==> config.mk <==
export PLATFORM = sky130hd
export DESIGN_NAME = klm_ctrl
export DESIGN_NICKNAME = d
export VERILOG_FILES = /design/src/design/klm_pkg.sv /design/src/design/klm_ctrl.sv
export SDC_FILE = /design/constraint.sdc
export NUM_CORES = 1
export LEC_CHECK = 0
export CELL_PAD_IN_SITES_DETAIL_PLACEMENT = 2
export CELL_PAD_IN_SITES_GLOBAL_PLACEMENT = 2
export CORE_AREA = 2 2 47 49
export DETAILED_ROUTE_END_ITERATION = 10
export DIE_AREA = 0 0 49 51
export DONT_BUFFER_PORTS = 1
export GPL_TIMING_DRIVEN = 0
export PLACE_DENSITY_LB_ADDON = 0.1
export RECOVER_POWER = 25
export REMOVE_ABC_BUFFERS = 1
export SETUP_SLACK_MARGIN = 0.5
export SYNTH_ARGS = -nofsm -noshare
export SYNTH_HDL_FRONTEND = slang
export SYNTH_SLANG_ARGS = --single-unit
==> constraint.sdc <==
create_clock -name clk -period 1.5 [get_ports clk]
set_input_delay 0.15 -clock clk [delete_from_list [all_inputs] [get_ports clk]]
set_output_delay 0.15 -clock clk [all_outputs]
set_load 0.05 [all_outputs]
==> src/design/klm_pkg.sv <==
`timescale 1ns / 1ps
`default_nettype none
// ----------------------------------------------------------------------------
// klm_pkg
// command and status codes and the controller/datapath interface types
// ----------------------------------------------------------------------------
package klm_pkg;

    localparam logic [2:0] CMD_INSERT = 3'd0;
    localparam logic [2:0] CMD_LOOKUP = 3'd1;
    localparam logic [2:0] CMD_REMOVE = 3'd2;
    localparam logic [2:0] CMD_IRESET = 3'd3;
    localparam logic [2:0] CMD_ISTEP  = 3'd4;

    localparam logic [2:0] ST_OK      = 3'd0;
    localparam logic [2:0] ST_UPDATED = 3'd1;
    localparam logic [2:0] ST_MISSING = 3'd2;
    localparam logic [2:0] ST_FULL    = 3'd3;
    localparam logic [2:0] ST_END     = 3'd4;

    // datapath operations requested by the controller
    localparam logic [3:0] OP_NONE      = 4'd0;
    localparam logic [3:0] OP_LATCH     = 4'd1;  // take beat, start walk at head
    localparam logic [3:0] OP_READ      = 4'd2;  // issue store read at walk pointer
    localparam logic [3:0] OP_ADVANCE   = 4'd3;  // compare done, record match or move to next link
    localparam logic [3:0] OP_UPDATE    = 4'd4;  // overwrite value of matched slot
    localparam logic [3:0] OP_POP       = 4'd5;  // pop the free stack (decrement its top)
    localparam logic [3:0] OP_LINK      = 4'd6;  // write new entry at head
    localparam logic [3:0] OP_UNLINK    = 4'd7;  // unlink matched slot
    localparam logic [3:0] OP_CUR_READ  = 4'd8;  // read entry under cursor
    localparam logic [3:0] OP_CUR_MOVE  = 4'd9;  // cursor to head or successor
    localparam logic [3:0] OP_CUR_DONE  = 4'd10; // result from cursor entry
    localparam logic [3:0] OP_FINISH    = 4'd11; // load result with given status
    localparam logic [3:0] OP_FOUND     = 4'd12; // lookup hit result

    typedef struct packed {
        logic [3:0] op;
        logic [2:0] status;
    } klm_cmd_t;

    typedef struct packed {
        logic [2:0] command;
        logic       walk_null;   // walk pointer is null or bound reached
        logic       key_match;   // read data key equals beat key
        logic       full;        // free stack empty or still being filled
        logic       cur_null;    // cursor is null
        logic       filling;     // free stack sweep after reset in progress
    } klm_stat_t;

endpackage
`default_nettype wire

==> src/design/klm_ctrl.sv <==
`timescale 1ns / 1ps
`default_nettype none
// ----------------------------------------------------------------------------
// klm_ctrl
// command sequencer: beat capture, list walk, edit and result handshake
// ----------------------------------------------------------------------------
module klm_ctrl
    import klm_pkg::*;
(
    input  wire logic      clk,
    input  wire logic      rst_n,
    input  wire logic      in_valid,
    output logic           in_ready,
    output logic           out_valid,
    input  wire logic      out_ready,
    input  wire klm_stat_t stat,
    output klm_cmd_t       cmd
);

    localparam logic [3:0] S_IDLE   = 4'd0;
    localparam logic [3:0] S_DISP   = 4'd1;
    localparam logic [3:0] S_RD     = 4'd2;
    localparam logic [3:0] S_CMP    = 4'd3;
    localparam logic [3:0] S_HIT    = 4'd4;
    localparam logic [3:0] S_POP    = 4'd5;
    localparam logic [3:0] S_LINK   = 4'd6;
    localparam logic [3:0] S_UNLINK = 4'd7;
    localparam logic [3:0] S_CRD    = 4'd8;
    localparam logic [3:0] S_CMOV   = 4'd9;
    localparam logic [3:0] S_CRD2   = 4'd10;
    localparam logic [3:0] S_CWAIT  = 4'd11;
    localparam logic [3:0] S_CDONE  = 4'd12;
    localparam logic [3:0] S_OUT    = 4'd13;
    localparam logic [3:0] S_POPW   = 4'd14;

    logic [3:0] state_reg, state_next;
    logic       out_valid_reg, out_valid_next;

    logic busy;
    assign busy     = (state_reg != S_IDLE);
    // a new beat enters only once the last result is taken and the sweep is over
    assign in_ready = !busy && !stat.filling && !(out_valid_reg && !out_ready);
    assign out_valid = out_valid_reg;

    always_comb
    begin
        state_next     = state_reg;
        out_valid_next = out_valid_reg && !out_ready;
        cmd.op         = OP_NONE;
        cmd.status     = ST_OK;
        case (state_reg)
            S_IDLE:
            begin
                if (in_valid && in_ready)
                begin
                    cmd.op     = OP_LATCH;
                    state_next = S_DISP;
                end
            end
            S_DISP:
            begin
                case (stat.command)
                    CMD_INSERT, CMD_LOOKUP, CMD_REMOVE: state_next = S_RD;
                    CMD_IRESET, CMD_ISTEP:              state_next = S_CRD;
                    default:
                    begin
                        cmd.op     = OP_FINISH;
                        cmd.status = ST_OK;
                        state_next = S_OUT;
                    end
                endcase
            end
            S_RD:
            begin
                if (stat.walk_null)
                begin
                    if (stat.command == CMD_INSERT)
                    begin
                        if (stat.full)
                        begin
                            cmd.op     = OP_FINISH;
                            cmd.status = ST_FULL;
                            state_next = S_OUT;
                        end
                        else
                        begin
                            state_next = S_POPW;
                        end
                    end
                    else
                    begin
                        cmd.op     = OP_FINISH;
                        cmd.status = ST_MISSING;
                        state_next = S_OUT;
                    end
                end
                else
                begin
                    cmd.op     = OP_READ;
                    state_next = S_CMP;
                end
            end
            S_CMP:
            begin
                cmd.op     = OP_ADVANCE;
                state_next = stat.key_match ? S_HIT : S_RD;
            end
            S_HIT:
            begin
                // read data still holds the matched entry
                case (stat.command)
                    CMD_INSERT:
                    begin
                        cmd.op     = OP_UPDATE;
                        state_next = S_LINK;
                    end
                    CMD_LOOKUP:
                    begin
                        cmd.op     = OP_FOUND;
                        state_next = S_OUT;
                    end
                    default:
                    begin
                        cmd.op     = OP_UNLINK;
                        state_next = S_UNLINK;
                    end
                endcase
            end
            S_LINK:
            begin
                cmd.op     = OP_FINISH;
                cmd.status = ST_UPDATED;
                state_next = S_OUT;
            end
            S_POPW:
            begin
                // free stack read issued at top minus one
                state_next = S_POP;
            end
            S_POP:
            begin
                cmd.op     = OP_LINK;
                state_next = S_UNLINK;
            end
            S_UNLINK:
            begin
                cmd.op     = (stat.command == CMD_INSERT) ? OP_POP : OP_NONE;
                state_next = S_CWAIT;
            end
            S_CWAIT:
            begin
                cmd.op     = OP_FINISH;
                cmd.status = ST_OK;
                state_next = S_OUT;
            end
            S_CRD:
            begin
                cmd.op     = OP_CUR_READ;
                state_next = S_CMOV;
            end
            S_CMOV:
            begin
                cmd.op     = OP_CUR_MOVE;
                state_next = S_CRD2;
            end
            S_CRD2:
            begin
                cmd.op     = OP_CUR_READ;
                state_next = S_CDONE;
            end
            S_CDONE:
            begin
                cmd.op     = OP_CUR_DONE;
                cmd.status = stat.cur_null ? ST_END : ST_OK;
                state_next = S_OUT;
            end
            S_OUT:
            begin
                out_valid_next = 1'b1;
                state_next     = S_IDLE;
            end
            default:
            begin
                state_next = S_IDLE;
            end
        endcase
    end

    always_ff @(posedge clk or negedge rst_n)
    begin
        if (!rst_n)
        begin
            state_reg     <= S_IDLE;
            out_valid_reg <= 1'b0;
        end
        else
        begin
            state_reg     <= state_next;
            out_valid_reg <= out_valid_next;
        end
    end

    one_beat: assert property (@(posedge clk) disable iff (!rst_n)
        (in_valid && in_ready) |=> state_reg == S_DISP)
        else $error("accepted beat did not start a command");
    no_take_busy: assert property (@(posedge clk) disable iff (!rst_n)
        busy |-> !in_ready)
        else $error("ready while a command is in progress");
    result_raise: assert property (@(posedge clk) disable iff (!rst_n)
        state_reg == S_OUT |=> out_valid_reg)
        else $error("finished command raised no result");

endmodule
`default_nettype wire

== Yosys cells after proc, flatten, opt, wreduce, memory -nomap -nowiden ==
Index checks and enable logic that the tools add are counted.
Cells by class
  multiplexer cells: 20
  equality and inequality tests: 19
  reduce and logical (&&, ||, !) cells: 17
Operators by type and width (count)
  $pmux W4 S12: 1
  $pmux W4 S11: 1
  $eq A4 B4 Y1 const B: 7
  $pmux W4 S2: 3
  $mux W7: 3
  $eq A4 B3 Y1 const B: 4
  $mux W3: 4
  $mux W4: 3
  $pmux W3 S4: 1
  $eq A4 B2 Y1 const B: 2
  $eq A3 B2 Y1 const B: 2
  $reduce_or A2 Y1: 3
  $reduce_or A3 Y1: 2
  $reduce_or A5 Y1: 1
  $eq A4 B1 Y1 const B: 1
  $logic_and A1 B1 Y1: 4
  $logic_not A1 Y1: 4
  $logic_not A4 Y1: 1
  $mux W2: 2
  $reduce_bool A4 Y1: 1
  $eq A3 B1 Y1 const B: 1
  $eq A3 B3 Y1 const B: 1
  $logic_not A3 Y1: 1
  $mux W1: 2
  $ne A2 B2 Y1 const B: 1
Word-level totals
  output and inout bits: 9
  logic and storage cells: 58
  input port bits: 12
  bits in registers: 5

== Logic depth before layout (Yosys ltp) ==
Gate-level depths: netlist of the first run.
  word-level depth: 7
  gate-level depth with buffers: 6
  depth with buffers taken out: 4

== Worst setup path before layout of the first run ==
OpenSTA, ideal clock, no wires.
  path type: reg-to-output
  start: register state_reg[3]
  end: output port cmd[1] (netlist bit)
  buffers on the path: 2
  arrival time: 2.273 ns
  slack: -0.923 ns
  stages on the path, launching flop included: 4
  required time: 1.350 ns
  path through: dfrtp_1 > clkbuf_1 > buf_2 > nor4_1
RTL lines
  start, declared: RTL line klm_ctrl.sv:36  | logic [3:0] state_reg, state_next;
  start signal, assigned: RTL line klm_ctrl.sv:198  | state_reg <= state_next;
  end, declared: RTL line klm_ctrl.sv:17  | output klm_cmd_t cmd

==> impl_metrics.toml, run 1 <==
[sta]
final.setup.worst_slack_ps = -504
relSlewSlack = 0.498
final-max-slew-violation-count = 0
hold_viol_final = 0
setup_violations = 10
clock_skew_ps = 1.21
rsz0062_at_grt = "true"
fin_crit_ps = 2000
max_freq_mhz = 499
period_share = 1.34
worst_pin_slew_ps = 747

[clocking]
clock-sinks = 5
numCtsBuffers = 3
cts.htree.levels = 1
clkTransAtPathRegs_ps = 50
clock_path_buffers = 2
cts_tree = "yes"
clk_latency_ps = 280
cts-root-buf = "clkbuf_4"

[global_routing]
grt_max_degree = 14
grt_pass1_wl_mm = 4.52
antenna_found_initial = 0
grt_overflow_total = 0
track_usage = 0.246
grt_pass1_vias = 817

[logic_synthesis]
synth_seq_area_share = 0.205
yosysWarnings = 0
ys_ff_latch = 5
synth_compound_area_frac = 0.460
syn-cell-area_um2 = 609
synth-simple-area-share = 0.257
synth_top_family_by_area = "compound AO/OA/AOI/OAI gates"
syn_area_per_cell_um2 = 7.62
ys_types = 38
muxShareOfSynthArea = 0.0164
yosys.area_share.xor_xnor = 0
syn_inst = 80
synth_fa_ha_area_frac = 0

[worst_setup_path]
crit_fanout = 6
crit_path_end_kind = "primary output"
path_class = "reg2out"
cp-start-kind = "register"
arrival_ps = 1850
crit_required_ps = 1350

[floorplanning]
rows = 17
die_h_um = 51
dieWidth_um = 49
ioPinCount = 21
initial_utilization = 0.295
fp.dieArea_um2 = 2500
core_um2 = 2060

[cells_and_area]
final_cell_mix = "20 x buf_4, 7 x buf_6, 6 x nand2_1"
largest_reg_flops = 4
diodes = 0
layout_commonest_cell = "buf_4"
fill_cells = 212
final-instance-count-excl-fill = 134
final_util = 0.551
fin_nets = 119
area_growth_syn_to_layout_pct = 86.7
drive_gt1_frac = 0.651

[drt]
wl_met2_mm = 1.83
wl_per_cell_um = 27.4
wl_met3_um = 189
wl_met1_mm = 1.56
viasPerCell = 6.14
firstDrtPassIters = 4
initialDrtViolationCount = 18
ant_nets = 0
routed_wl_mm = 3.68
drc_errors = 0
vias = 823
top_layer_used = "met4"

[run]
max_cap_violations = 0

[power_and_ir_drop]
p_per_area_nw_per_um2 = 2970
leakage_nw = 0.438
finalPower_mw = 3.38
ir_worst_vdd_v = 0.00160

[outcome]
status = "finished, violations left"
failed_checks = "setup timing"

[placed_design]
hpwl_mm = 1.40
dpl.cell_count = 101
finalWeightedCongestion = 0.701
portBuffers = 0

[hold_path]
hp-class = "in2reg"
-- Yosys cell counts (all sizes together) --
master  count  area (um2)
o211ai      1        7.51
o22ai       1        6.26
clkbuf      4        15.0
o31ai       1        7.51
a21boi      1        7.51
o311ai      1        8.76
a311oi      1        8.76
mux2i       1        10.0
nand2b      3        18.8
a22oi       3        22.5
a21o        1        8.76
or3b        1        8.76
a31oi       4        25.0
nand2       6        22.5
o41ai       2        43.8
inv         2        7.50
a31o        1        8.76
a32o        1        10.0
buf         3        15.0
nor2b       3        18.8
o21ba       1        10.0
nor3        4        20.0
a21oi       4        20.0
o21bai      3        22.5
a211o       2        17.5
nand3       1        5.00
nor2        7        28.8
nor3b       3        27.5
dfrtp       5         125
a211oi      1        7.51
nor4        1        6.26
o21a        1        7.51
o21ai       6        30.0
-- critical path, cell delays in order, from the launching register on --
cell	delay, ps
dfrtp_2	470
buf_4	160
nand2b_4	150
nor3b_1	440
o41ai_4	170
o21ai_4	190
-- cell families (layout without fill, tap and decap cells) --
kind of cell | Yosys count | count (layout)
multiplexers | 1 | 1
AND/OR/NAND/NOR | 29 | 29
AO/OA/AOI/OAI | 36 | 36
flip-flops | 5 | 5
buffers and inverters | 9 | 35
-- path summary, 6_finish.rpt --
kind / cells past startpoint / from / end / slack (ps)
min reg2reg: 2 / state_reg[3] / state_reg[1] / 740
min in group asynchronous: 1 / rst_n / state_reg[3] / 190
max reg2reg: 7 / state_reg[1] / state_reg[0] / -330
max: 5 / state_reg[1] / cmd[4] / -500
max in group asynchronous: 1 / rst_n / state_reg[3] / 1050
min: 2 / stat[4] / state_reg[2] / 130
-- stage by stage --
| step | area [um2] | setup TNS [ps] | hold slack (ps) | worst slack [ps] |
|---|---|---|---|---|
| 5_1_grt | 1140 | -3130 | 100 | -551 |
| 3_5_place_dp | 626 | -5030 | -145 | -797 |
| 6_report | 1140 | -2790 | 129 | -504 |
| 2_1_floorplan | 579 | -3820 | -146 | -884 |
| 3_3_place_gp | 614 | -6010 | -145 | -1130 |
| 4_1_cts | 1020 | -2270 | 103 | -348 |
-- repair_timing --
action,CTS,global route
pin swaps,10,9
cloned,0,0
buffers inserted,22,6
gates resized for setup,45,13
hold endpoints to repair,5,0
endpoints found under the setup margin,14,13
hold buffers,1,0
-- area by class of cell --
type	instances	area (um2)	area share
Multi-Input combinational cell	66	673	0.592
Timing Repair Buffer	29	259	0.228
Sequential cell	5	134	0.118
Tap cell	28	35.0	0.0308
Clock buffer	4	26.3	0.0231
Inverter	2	10.0	0.00880
-- report_power, final --
part	switching [mW]	internal (mW)	total, mW
clock	0.0924	0.103	0.195
combinational	1.56	1.23	2.79
sequential	0.170	0.225	0.395
-- layer usage --
| metal | global-route usage | up-vias |
|---|---|---|
| met5 | 0 | - |
| met4 | 0.0429 | 0 |
| met3 | 0.0556 | 8 |
| met2 | 0.422 | 37 |
| met1 | 0.319 | 418 |
| li1 | - | 360 |
(Power assumes the default switching activity.)
==> run 2: changes to the inputs <==
--- a/config.mk
+++ b/config.mk
@@ -5,12 +5,12 @@
 export SDC_FILE = /design/constraint.sdc
 export NUM_CORES = 1
 export LEC_CHECK = 0
-export CELL_PAD_IN_SITES_DETAIL_PLACEMENT = 2
-export CELL_PAD_IN_SITES_GLOBAL_PLACEMENT = 2
-export CORE_AREA = 2 2 47 49
+export BUFFER_PORTS_ARGS = -buffer_cell sky130_fd_sc_hd__buf_2
+export CELL_PAD_IN_SITES_DETAIL_PLACEMENT = 0
+export CELL_PAD_IN_SITES_GLOBAL_PLACEMENT = 1
+export CORE_AREA = 2 2 46 48
 export DETAILED_ROUTE_END_ITERATION = 10
-export DIE_AREA = 0 0 49 51
-export DONT_BUFFER_PORTS = 1
+export DIE_AREA = 0 0 48 50
 export GPL_TIMING_DRIVEN = 0
 export PLACE_DENSITY_LB_ADDON = 0.1
 export RECOVER_POWER = 25
==> run 2 against run 1 <==
Routed wire length down 43%. Core utilization up 2.1 points. The flow still finishes with violations (setup timing). Largest power group unchanged. Sequential share of layout area up 0.18 points. Critical endpoint unchanged. Clock skew up 1.9 ps.
==> impl_metrics.toml, run 2 (synthesized netlist as in run 1, its figures left out) <==
[outcome]
status = "finished, violations left"
failed_checks = "setup timing"

[global_routing]
grt_overflow_total = 0
grt_max_degree = 11
antenna_found_initial = 0
grt_pass1_vias = 686
track_usage = 0.181
grt_pass1_wl_mm = 3.14

[floorplanning]
rows = 16
die_h_um = 50
dieWidth_um = 48
core_um2 = 1900
ioPinCount = 21
initial_utilization = 0.320
fp.dieArea_um2 = 2400

[sta]
setup_violations = 6
final.setup.worst_slack_ps = -307
hold_viol_final = 0
fin_crit_ps = 1810
final-max-slew-violation-count = 0
relSlewSlack = 0.768
period_share = 1.20
rsz0062_at_grt = "true"
clock_skew_ps = 3.13
worst_pin_slew_ps = 348
max_freq_mhz = 553

[drt]
wl_per_cell_um = 14.4
initialDrtViolationCount = 11
viasPerCell = 5.37
routed_wl_mm = 2.09
ant_nets = 0
vias = 779
drc_errors = 0
firstDrtPassIters = 4

[worst_setup_path]
cp-start-kind = "register"
crit_required_ps = 1350
arrival_ps = 1660
crit_fanout = 7
reg2reg_from = "state_reg[1]"
path_class = "reg2out"
crit_start = "state_reg[0]"
crit_path_end_kind = "primary output"

[placed_design]
finalWeightedCongestion = 0.762
placed_area_um2 = 713
portBuffers = 20
hpwl_mm = 1.20

[clocking]
cts_tree = "yes"
clkTransAtPathRegs_ps = 40
numCtsBuffers = 3
clock-sinks = 5
clock_path_buffers = 2
cts.htree.levels = 1
clk_latency_ps = 240
cts-root-buf = "clkbuf_4"

[cells_and_area]
fin_nets = 131
drive_gt1_frac = 0.602
final_cell_mix = "16 x buf_6, 12 x buf_4, 10 x buf_2"
regArea_um2 = 130
largest_reg_flops = 4
multi_input_area_um2 = 534
area_growth_syn_to_layout_pct = 78.6
design_area_um2 = 1090
diodes = 0
layout_commonest_cell = "buf_6"
fill_cells = 186

[power_and_ir_drop]
p_per_area_nw_per_um2 = 2580
ir_worst_vdd_v = 0.00190
finalPower_mw = 2.81
leakage_nw = 0.464

[hold_path]
hp-class = "in2reg"
worstHoldStart = "stat[4]"

[run]
max_cap_violations = 0
==> run 2: repair_timing <==
item	CTS	global route
buffers inserted	15	5
gates resized for setup	29	28
hold buffers	1	0
endpoints found under the hold margin	5	0
setup endpoints to repair	13	14
pin swaps	5	7
==> run 2: per-layer routing <==
metal / GRT usage / vias to the layer above / share of wire
met5: 0 / - / 0
met4: 0.0270 / 0 / 0
met3: 0.0549 / 0 / 0.056
met2: 0.260 / 26 / 0.49
li1: - / 386 / -
met1: 0.267 / 367 / 0.45
==> run 2: area by class of cell <==
type                    instances  share of cell area
clock buffers                   4              0.0241
inverters                       2             0.00920
multi-input cells              66               0.491
flip-flops and latches          5               0.120
well taps                      27              0.0310
repair buffers                 41               0.325
==> run 2: final timing paths <==
path                                endpoint  slack, ps  depth (start not counted)
worst min-delay path            state_reg[2]        280                          3
min in group asynchronous       state_reg[1]        290                          2
worst max register to register  state_reg[0]         50                          5
worst min register to register  state_reg[1]        680                          2
max in group asynchronous       state_reg[3]        980                          2
worst max-delay path                  cmd[4]       -310                          5
==> run 2: stage by stage <==
stage / setup slack (ps) / TNS (ps) / hold WS, ps / std cells / util
2_1_floorplan: -884 / -3820 / -146 / 73 / -
3_3_place_gp: -387 / -1380 / -35.0 / 120 / 0.375
3_5_place_dp: -374 / -1270 / -31.4 / 120 / 0.375
4_1_cts: -293 / -975 / 245 / 140 / 0.504
5_1_grt: -380 / -1630 / 273 / 145 / 0.572
6_report: -307 / -1150 / 280 / 145 / 0.572
==> run 2: critical path, stage by stage, from the launching register on <==
cell	delay, ps
dfrtp_2	450
or3b_4	440
o211ai_1	110
o41ai_2	110
o21ai_1	110
buf_6	180
==> run 2: report_power, final <==
group / switching, mW / internal, mW
Sequential: 0.124 / 0.217
Combinational: 1.20 / 1.11
Clock: 0.0533 / 0.100
Total: 1.38 / 1.42
